$ cat config.mk
export PLATFORM = sky130hd
export DESIGN_NAME = hysteresis_pump_thermostat
export DESIGN_NICKNAME = d
export VERILOG_FILES = /design/src/hpt_pkg.sv /design/src/hpt_ctrl.sv /design/src/hpt_dp.sv /design/src/hysteresis_pump_thermostat.sv
export SDC_FILE = /design/constraint.sdc
export NUM_CORES = 1
export LEC_CHECK = 0
export BUFFER_PORTS_ARGS = -buffer_cell sky130_fd_sc_hd__buf_2
export CORE_MARGIN = 2
export CORE_UTILIZATION = 25
export DETAILED_ROUTE_END_ITERATION = 16
export PLACE_DENSITY = 0.43
export SYNTH_ARGS = -nofsm -noshare
export SYNTH_HDL_FRONTEND = slang
export SYNTH_SLANG_ARGS = --single-unit
$ cat constraint.sdc
create_clock -name clk_i -period 9.07 [get_ports clk_i]
set_clock_uncertainty 0.05 [all_clocks]
set_input_delay 0 -clock clk_i [delete_from_list [all_inputs] [get_ports clk_i]]
set_output_delay 0 -clock clk_i [all_outputs]
set_load 0.01 [all_outputs]
$ cat src/hpt_pkg.sv
// ----------------------------------------------------------------------------
// Hysteresis pump thermostat package
// Shared widths, codes and the command and status bundles that pass between
// the controller and the datapath.
// ----------------------------------------------------------------------------
`default_nettype none

package hpt_pkg;

  // Stream payload widths.
  localparam int unsigned TIME_W     = 32;
  localparam int unsigned TEMP_W     = 12;
  localparam int unsigned IN_DATA_W  = 48;
  localparam int unsigned OUT_DATA_W = 8;

  // Configuration port.
  localparam int unsigned CFG_IDX_W  = 3;
  localparam int unsigned CFG_DATA_W = 16;

  // Field widths of the register file.
  localparam int unsigned BAND_W     = 11;
  localparam int unsigned SECONDS_W  = 16;
  localparam int unsigned MS_W       = 26;
  localparam int unsigned MASK_W     = 4;
  localparam int unsigned PIDX_W     = 2;

  // Milliseconds per second, used to scale the second-based limits.
  localparam logic [9:0] MS_PER_S = 10'd1000;

  // Register indexes.
  localparam logic [CFG_IDX_W-1:0] REG_SETPOINT   = 3'd0;
  localparam logic [CFG_IDX_W-1:0] REG_BAND       = 3'd1;
  localparam logic [CFG_IDX_W-1:0] REG_HEAT_MODE  = 3'd2;
  localparam logic [CFG_IDX_W-1:0] REG_AUTO_EN    = 3'd3;
  localparam logic [CFG_IDX_W-1:0] REG_OVERRIDE_S = 3'd4;
  localparam logic [CFG_IDX_W-1:0] REG_MIN_SW_S   = 3'd5;
  localparam logic [CFG_IDX_W-1:0] REG_PUMP_MASK  = 3'd6;

  // Input opcodes carried on tuser.
  localparam logic OP_EVALUATE = 1'b0;
  localparam logic OP_MANUAL   = 1'b1;

  // Bit positions of the result tdata.
  localparam int unsigned OUT_ON_BIT   = 2;
  localparam int unsigned OUT_SW_BIT   = 3;
  localparam int unsigned OUT_HELD_BIT = 4;

  // Controller to datapath.
  typedef struct packed {
    logic load;   // capture the input transfer
    logic eval;   // compute held and band flags, rewind the pump index
    logic step;   // advance to the next pump
    logic emit;   // update the current pump and load the result register
  } hpt_cmd_t;

  // Datapath to controller.
  typedef struct packed {
    logic masked;    // current pump is selected by the mask
    logic idx_last;  // current pump is the last one visited
    logic out_free;  // result register can take a new result this cycle
  } hpt_sts_t;

endpackage

`default_nettype wire

$ cat src/hpt_ctrl.sv
// ----------------------------------------------------------------------------
// Hysteresis pump thermostat controller
// Sequences accept, evaluate and the per-pump visit of one evaluate item.
// ----------------------------------------------------------------------------
`default_nettype none

module hpt_ctrl
  import hpt_pkg::*;
(
  input  wire logic     clk_i,
  input  wire logic     rst_ni,
  input  wire logic     s_valid_i,
  input  wire logic     s_opcode_i,
  output logic          s_ready_o,
  output hpt_cmd_t      cmd_o,
  input  wire hpt_sts_t sts_i
);

  typedef enum logic [1:0] {
    S_IDLE,
    S_EVAL,
    S_VISIT
  } state_e;

  state_e state_q, state_d;

  assign s_ready_o = (state_q == S_IDLE);

  always_comb begin
    state_d = state_q;
    cmd_o   = '0;
    unique case (state_q)
      S_IDLE: begin
        if (s_valid_i) begin
          cmd_o.load = 1'b1;
          if (s_opcode_i == OP_EVALUATE) begin
            state_d = S_EVAL;
          end
        end
      end
      S_EVAL: begin
        cmd_o.eval = 1'b1;
        state_d    = S_VISIT;
      end
      S_VISIT: begin
        if (!sts_i.masked || sts_i.out_free) begin
          cmd_o.emit = sts_i.masked;
          cmd_o.step = 1'b1;
          if (sts_i.idx_last) begin
            state_d = S_IDLE;
          end
        end
      end
      default: state_d = S_IDLE;
    endcase
  end

  always_ff @(posedge clk_i or negedge rst_ni) begin
    if (!rst_ni) begin
      state_q <= S_IDLE;
    end else begin
      state_q <= state_d;
    end
  end

  // A result is only written when the result register can take it.
  a_emit_free: assert property (@(posedge clk_i) disable iff (!rst_ni)
    cmd_o.emit |-> sts_i.out_free)
    else $error("result written while the result register is occupied");

  // An accepted evaluate item always moves on to evaluation.
  a_eval_follows: assert property (@(posedge clk_i) disable iff (!rst_ni)
    (cmd_o.load && s_opcode_i == OP_EVALUATE) |=> (state_q == S_EVAL))
    else $error("evaluate item not followed by evaluation");

  // No input is taken while pumps are still being visited.
  a_no_load_busy: assert property (@(posedge clk_i) disable iff (!rst_ni)
    !(cmd_o.load && (cmd_o.step || cmd_o.eval)))
    else $error("input captured during evaluation");

endmodule

`default_nettype wire

$ cat src/hpt_dp.sv
// ----------------------------------------------------------------------------
// Hysteresis pump thermostat datapath
// Register file, pump state, band and timing compares, result register.
// ----------------------------------------------------------------------------
`default_nettype none

module hpt_dp
  import hpt_pkg::*;
#(
  parameter int unsigned NUM_PUMPS = 4
) (
  input  wire logic                   clk_i,
  input  wire logic                   rst_ni,
  input  wire logic                   cfg_we_i,
  input  wire logic [CFG_IDX_W-1:0]   cfg_idx_i,
  input  wire logic [CFG_DATA_W-1:0]  cfg_data_i,
  input  wire logic [IN_DATA_W-1:0]   in_data_i,
  input  wire logic                   in_opcode_i,
  input  wire hpt_cmd_t               cmd_i,
  output hpt_sts_t                    sts_o,
  output logic                        out_valid_o,
  output logic [OUT_DATA_W-1:0]       out_data_o,
  output logic                        out_last_o,
  input  wire logic                   out_ready_i
);

  // Only pumps below both NUM_PUMPS and the mask width are visited.
  localparam int unsigned NUM_VISIT = (NUM_PUMPS < MASK_W) ? NUM_PUMPS : MASK_W;
  localparam int unsigned IDX_W     = (NUM_VISIT > 1) ? $clog2(NUM_VISIT) : 1;
  localparam logic [MASK_W-1:0] VISIT_MASK = MASK_W'((1 << NUM_VISIT) - 1);

  // Configuration registers.
  logic signed [TEMP_W-1:0]    setpoint_q;
  logic [BAND_W-1:0]           band_q;
  logic                        heat_q;
  logic                        auto_q;
  logic [SECONDS_W-1:0]        ovr_s_q;
  logic [SECONDS_W-1:0]        min_s_q;
  logic [MASK_W-1:0]           mask_q;
  logic [MS_W-1:0]             ovr_ms_q;
  logic [MS_W-1:0]             min_ms_q;

  // Item and pump state.
  logic [TIME_W-1:0]           manual_q;
  logic [TIME_W-1:0]           now_q;
  logic signed [TEMP_W-1:0]    temp_q;
  logic                        held_q;
  logic                        turn_on_q;
  logic                        turn_off_q;
  logic [IDX_W-1:0]            idx_q;
  logic [NUM_VISIT-1:0]        pump_q;
  logic [TIME_W-1:0]           chg_q [NUM_VISIT];

  // Result register.
  logic                        out_valid_q;
  logic [OUT_DATA_W-1:0]       out_data_q;
  logic                        out_last_q;

  // Combinational terms.
  logic signed [TEMP_W+2:0]    t2, s2, lo2, hi2;
  logic                        held_d, above_c, below_c;
  logic [TIME_W-1:0]           ovr_elapsed, sw_elapsed;
  logic [PIDX_W-1:0]           pidx;
  logic [MASK_W-1:0]           vis_mask;
  logic                        cur_on, new_on, sw_c, may_on, last_c;

  assign t2  = $signed({{2{temp_q[TEMP_W-1]}}, temp_q, 1'b0});
  assign s2  = $signed({{2{setpoint_q[TEMP_W-1]}}, setpoint_q, 1'b0});
  assign lo2 = s2 - $signed({4'b0, band_q});
  assign hi2 = s2 + $signed({4'b0, band_q});
  assign above_c = (t2 > hi2);
  assign below_c = (t2 < lo2);

  assign ovr_elapsed = now_q - manual_q;
  assign held_d = !auto_q ||
                  ((manual_q != '0) && (ovr_elapsed <= {6'b0, ovr_ms_q}));

  assign pidx     = PIDX_W'(idx_q);
  assign vis_mask = mask_q & VISIT_MASK;
  assign last_c   = ((vis_mask >> pidx) >> 1) == '0;
  assign cur_on   = pump_q[idx_q];
  assign sw_elapsed = now_q - chg_q[idx_q];
  assign may_on   = sw_elapsed > {6'b0, min_ms_q};

  always_comb begin
    new_on = cur_on;
    sw_c   = 1'b0;
    if (!held_q) begin
      if (turn_off_q) begin
        new_on = 1'b0;
        sw_c   = cur_on;
      end else if (turn_on_q && may_on) begin
        new_on = 1'b1;
        sw_c   = !cur_on;
      end
    end
  end

  assign sts_o.masked   = vis_mask[pidx];
  assign sts_o.idx_last = (idx_q == IDX_W'(NUM_VISIT - 1));
  assign sts_o.out_free = !out_valid_q || out_ready_i;

  assign out_valid_o = out_valid_q;
  assign out_data_o  = out_data_q;
  assign out_last_o  = out_last_q;

  // Register file and the scaled millisecond limits.
  always_ff @(posedge clk_i or negedge rst_ni) begin
    if (!rst_ni) begin
      setpoint_q <= 12'sd320;
      band_q     <= 11'd16;
      heat_q     <= 1'b1;
      auto_q     <= 1'b0;
      ovr_s_q    <= '0;
      min_s_q    <= '0;
      mask_q     <= '0;
      ovr_ms_q   <= '0;
      min_ms_q   <= '0;
    end else begin
      ovr_ms_q <= MS_W'(ovr_s_q) * MS_W'(MS_PER_S);
      min_ms_q <= MS_W'(min_s_q) * MS_W'(MS_PER_S);
      if (cfg_we_i) begin
        unique case (cfg_idx_i)
          REG_SETPOINT:   setpoint_q <= $signed(cfg_data_i[TEMP_W-1:0]);
          REG_BAND:       band_q     <= cfg_data_i[BAND_W-1:0];
          REG_HEAT_MODE:  heat_q     <= cfg_data_i[0];
          REG_AUTO_EN:    auto_q     <= cfg_data_i[0];
          REG_OVERRIDE_S: ovr_s_q    <= cfg_data_i[SECONDS_W-1:0];
          REG_MIN_SW_S:   min_s_q    <= cfg_data_i[SECONDS_W-1:0];
          REG_PUMP_MASK:  mask_q     <= cfg_data_i[MASK_W-1:0];
          default: ;
        endcase
      end
    end
  end

  // Captured item fields.
  always_ff @(posedge clk_i) begin
    if (cmd_i.load) begin
      now_q  <= in_data_i[TIME_W-1:0];
      temp_q <= $signed(in_data_i[TIME_W+TEMP_W-1:TIME_W]);
    end
    if (cmd_i.eval) begin
      held_q     <= held_d;
      turn_off_q <= heat_q ? above_c : below_c;
      turn_on_q  <= heat_q ? below_c : above_c;
    end
    if (cmd_i.emit) begin
      out_data_q <= OUT_DATA_W'({held_q, sw_c, new_on, pidx});
      out_last_q <= last_c;
    end
  end

  // Control and architectural state.
  always_ff @(posedge clk_i or negedge rst_ni) begin
    if (!rst_ni) begin
      manual_q    <= '0;
      idx_q       <= '0;
      pump_q      <= '0;
      out_valid_q <= 1'b0;
      for (int i = 0; i < NUM_VISIT; i++) begin
        chg_q[i] <= '0;
      end
    end else begin
      if (cmd_i.load && in_opcode_i == OP_MANUAL) begin
        manual_q <= in_data_i[TIME_W-1:0];
      end
      if (cmd_i.eval) begin
        idx_q <= '0;
      end else if (cmd_i.step) begin
        idx_q <= idx_q + 1'b1;
      end
      if (cmd_i.emit) begin
        pump_q[idx_q] <= new_on;
        if (sw_c) begin
          chg_q[idx_q] <= now_q;
        end
      end
      if (cmd_i.emit) begin
        out_valid_q <= 1'b1;
      end else if (out_ready_i) begin
        out_valid_q <= 1'b0;
      end
    end
  end

  // A pump reported as held was not switched.
  a_held_no_switch: assert property (@(posedge clk_i) disable iff (!rst_ni)
    out_valid_q |-> !(out_data_q[OUT_HELD_BIT] && out_data_q[OUT_SW_BIT]))
    else $error("held pump reported as switched");

endmodule

`default_nettype wire

$ cat src/hysteresis_pump_thermostat.sv
// ----------------------------------------------------------------------------
// Hysteresis pump thermostat
// Bang-bang thermostat with a manual override timeout and a shared minimum
// switch time, driving up to four masked pumps.
// ----------------------------------------------------------------------------
//
// Channel   Direction  Handshake             Contents
// s_axis    in         tvalid/tready         tdata: now_ms, temperature
//                                            tuser: opcode
// m_axis    out        tvalid/tready         tdata: pump_index, pump_on,
//                                            switched, held; tlast: last_result
// cfg       in         cfg_we_i (no wait)    cfg_idx_i selects, cfg_data_i
//
// A manual-command transfer gives no result. An evaluate transfer is first
// accepted, then the band and override are evaluated, and then each of the
// min(NUM_PUMPS, 4) visited pumps is taken in turn, walking over the pump
// state registers. The block takes the next transfer once the last pump is
// visited, even if a result still waits in the output register. A stalled
// output freezes the pump walk at the next masked pump. After reset every
// pump is off, no manual command is recorded and the registers hold their
// documented defaults.
// ----------------------------------------------------------------------------
`default_nettype none

module hysteresis_pump_thermostat
  import hpt_pkg::*;
#(
  parameter int unsigned NUM_PUMPS = 4
) (
  input  wire logic                  clk_i,
  input  wire logic                  rst_ni,

  // Configuration writes.
  input  wire logic                  cfg_we_i,
  input  wire logic [CFG_IDX_W-1:0]  cfg_idx_i,
  input  wire logic [CFG_DATA_W-1:0] cfg_data_i,

  // Input items.
  input  wire logic                  s_axis_tvalid,
  output logic                       s_axis_tready,
  // [31:0] now_ms, [43:32] temperature, [47:44] zero
  input  wire logic [IN_DATA_W-1:0]  s_axis_tdata,
  // [0] opcode
  input  wire logic                  s_axis_tuser,

  // Result items.
  output logic                       m_axis_tvalid,
  input  wire logic                  m_axis_tready,
  // [1:0] pump_index, [2] pump_on, [3] switched, [4] held, [7:5] zero
  output logic [OUT_DATA_W-1:0]      m_axis_tdata,
  output logic                       m_axis_tlast
);

  hpt_cmd_t cmd;
  hpt_sts_t sts;

  // The controller owns the input handshake and the pump walk sequence.
  hpt_ctrl u_ctrl (
    .clk_i      (clk_i),
    .rst_ni     (rst_ni),
    .s_valid_i  (s_axis_tvalid),
    .s_opcode_i (s_axis_tuser),
    .s_ready_o  (s_axis_tready),
    .cmd_o      (cmd),
    .sts_i      (sts)
  );

  // The datapath holds the registers, the pump state and the result register.
  hpt_dp #(
    .NUM_PUMPS (NUM_PUMPS)
  ) u_dp (
    .clk_i       (clk_i),
    .rst_ni      (rst_ni),
    .cfg_we_i    (cfg_we_i),
    .cfg_idx_i   (cfg_idx_i),
    .cfg_data_i  (cfg_data_i),
    .in_data_i   (s_axis_tdata),
    .in_opcode_i (s_axis_tuser),
    .cmd_i       (cmd),
    .sts_o       (sts),
    .out_valid_o (m_axis_tvalid),
    .out_data_o  (m_axis_tdata),
    .out_last_o  (m_axis_tlast),
    .out_ready_i (m_axis_tready)
  );

endmodule

`default_nettype wire
==> metrics.yaml <==
cp-start-kind: "flip-flop"
post_cts_buffers: 0
drt-total-wl_um: 60600
cp_top_family: "compound AO/OA/AOI/OAI gates"
dieArea_mm2: 0.0952
async_reset_ff_share_pct: 83.9
core_mm2: 0.0918
final-max-slew-violation-count: 0
finalNetCount: 2574
hp-class: "input pin to async pin"
synth.avg_cell_area_um2: 11.8
synth.top_cells.by_area: "dfrtp_1, ha_1, fa_1, mux2_4, edfxtp_1"
synth_top_area_share_pct: 29.4
antenna_found_initial: 2
ys_warn_count: 0
cts_root_buf: "clkbuf_16"
synthToLayoutAreaGrowth_pct: 16.5
fin_crit_ps: 7700
crit_type: "flip-flop to flip-flop"
grt_max_degree: 179
ant_nets: 0
cts_resized: 0
synth_flop_cell: "dfrtp_1"
synth_mux_area_share_pct: 14.4
post_synth_xor_area_fraction_pct: 3.44
cpPeakStageDelay_ps: 640
fin_worst_hold_slack_ps: 7.75
synthAdderAreaFrac_pct: 23.7
synthSimpleGateAreaFrac_pct: 7.45
ys_ff_latch: 329
synth_edf_count: 53
clk_pin_slew_ps: 60
netlist_area_mm2: 0.0232
nFillCells: 9404
synth.distinct_cells: 74
yosysTopAreaCell: "dfrtp_1"
vias_per_cell: 4.45
cts_buffers: 40
grt_util_all_layers_pct: 13.0
ys_seq_area_share_pct: 36.7
routedWlPerCell_um: 17.8
rows: 111
io_pins: 84
synth_compound_area_share_pct: 10.1
drive_above_1_share_pct: 18.9
finalHoldViolations: 0
cp.required_ps: 9460
cap_violations: 0
clockBufferDepth: 3
synth_cells: 1968
port_buffers: 76
place.gp.congestion: 0.836
max_freq_mhz: 130
worst_pin_slew_ps: 1210
htreeDepth: 2
fin_tns_setup_ps: 0
grt_pass1_vias: 16167
clock_latency_ps: 570
start_util_pct: 25.3
rsz0062_at_grt: "no"
path_max_fanout: 32
synth_top_family_by_area: "adder cells"
drt_iter0_markers: 738
fin_crit_sh_pct: 84.9
gr-total-overflow: 0
die_h_um: 309
r2r_cells: 25
diodes: 0
setup-violations-final: 0
crit_buf_inv: 3
cts_tree: "done"
cpMaxStageDelayCell: "or4b_2"
place_hpwl_um: 45600
clock_sinks: 329
cp_num_cells: 25
drc: 0
crit_path_end_kind: "flip-flop"
via_count: 15126
post-synth-top-count-cell: "dfrtp_1"
outcome: "finished clean"
drt_pass1_iterations: 5
timing.slew.headroom_pct: 18.7
dieWidth_um: 309
grt_first_pass_wirelength_um: 95700
yosys-top-cells-count: "dfrtp_1, ha_1, inv_1"
arrival_ps: 8090
-- cells by family after synthesis --
group / Yosys count
buffers and inverters: 233
AOI/OAI and AO/OA: 360
DFF: 329
and+or+nand+nor: 356
other: 1
xor gates and xnor gates: 91
adders and majority gates: 374
muxes: 224
-- worst paths after layout --
kind	slack, ps	end	startpoint
min reg2reg	450	u_dp.pump_q[2]	u_dp.pump_q[2]
max	1370	u_dp.chg_q[23]	u_dp.idx_q[0]
min in group clk_i	100	u_ctrl.state_q[0]	s_axis_tuser
max in group asynchronous	7420	u_dp.chg_q[81]	rst_ni
max reg2reg	1370	u_dp.chg_q[23]	u_dp.idx_q[0]
min	8	u_dp.band_q[10]	rst_ni
-- per-layer routing --
metal / wire length, µm / vias up / track usage [%]
li1: - / 7280 / -
met1: 29700 / 7573 / 18.2
met2: 27600 / 190 / 20.9
met3: 1750 / 81 / 1.74
met4: 1520 / 2 / 3.62
met5: 13 / - / 0
-- per-stage QoR --
step           cell area [µm²]  utilization [%]  std cells  setup WS [ps]
3_5_place_dp             25100             27.3       3261           1240
2_1_floorplan            23200                -       1970           2120
5_1_grt                  27000             29.4       3400            781
6_report                 27000             29.4       3400           1370
4_1_cts                  27000             29.4       3400           1220
3_3_place_gp             25100             27.3       3261           1290
-- layout make-up --
| cell class | instances | area, µm² | share of cell area (%) |
|---|---|---|---|
| clock buffers | 53 | 1130 | 4.19 |
| repair buffers | 155 | 1210 | 4.49 |
| clock inverters | 19 | 153 | 0.565 |
| well taps | 1243 | 1560 | 5.76 |
| inverters | 193 | 724 | 2.68 |
| flip-flops and latches | 329 | 8510 | 31.5 |
| multi-input cells | 1408 | 13700 | 50.8 |
-- cell usage in the layout, fill, tap and decap left out, types with 9 or more instances in the layout --
cell             n
nor2_1          77
dlygate4sd3_1   67
nor4_1          11
clkinv_2         9
nand2b_1        15
inv_1          193
or2_2           14
o21a_1          26
buf_2           75
nor3_1          36
nand3_1         23
edfxtp_1        53
mux2_2          68
nor2b_1         24
a21o_1          41
fa_1           110
xor2_1          25
nand2_1        104
ha_1           264
a211oi_1        13
o21ai_0        101
mux4_2          34
xnor2_1         66
clkbuf_16       42
o21bai_1        13
mux2_4         116
a21oi_1        100
dfrtp_1        270
nand4_1         16
-- sequential cells by signal, indices dropped and copies added (netlist names), 16 cells and up --
register and count:
u_dp.chg_q 128, u_dp.min_s_q 16, u_dp.ovr_s_q 16, u_dp.ovr_ms_q 23
u_dp.now_q 32, u_dp.min_ms_q 23, u_dp.manual_q 32
-- worst reg2reg max path, stage by stage, from the launching register on --
cell       delay [ps]
dfrtp_2           590
buf_4             640
mux4_2            600
inv_1              80
ha_1              280
nand2_1            90
a21oi_1            50
o21ai_0           300
a21oi_1           200
o21bai_1          210
a21boi_0          110
o21ai_0           220
a21boi_0          180
or4b_2            640
o2111ai_1         130
ha_1              180
nand4_1            90
or2_2             290
or4_1             600
nand2b_1          210
a211o_1           320
a211oi_2          330
a311oi_4          250
o21ai_4           230
buf_12            320
mux2_2            400
-- what timing repair did --
| action | 4_1_cts | 5_1_grt |
|---|---|---|
| hold buffers | 67 | 0 |
| endpoints found under the hold margin | 240 | 0 |
| setup endpoints to repair | 0 | 0 |
Power is left out: the tool's default activity adds up to more than one toggle a clock period on the data nets, which glitch-free logic cannot reach.
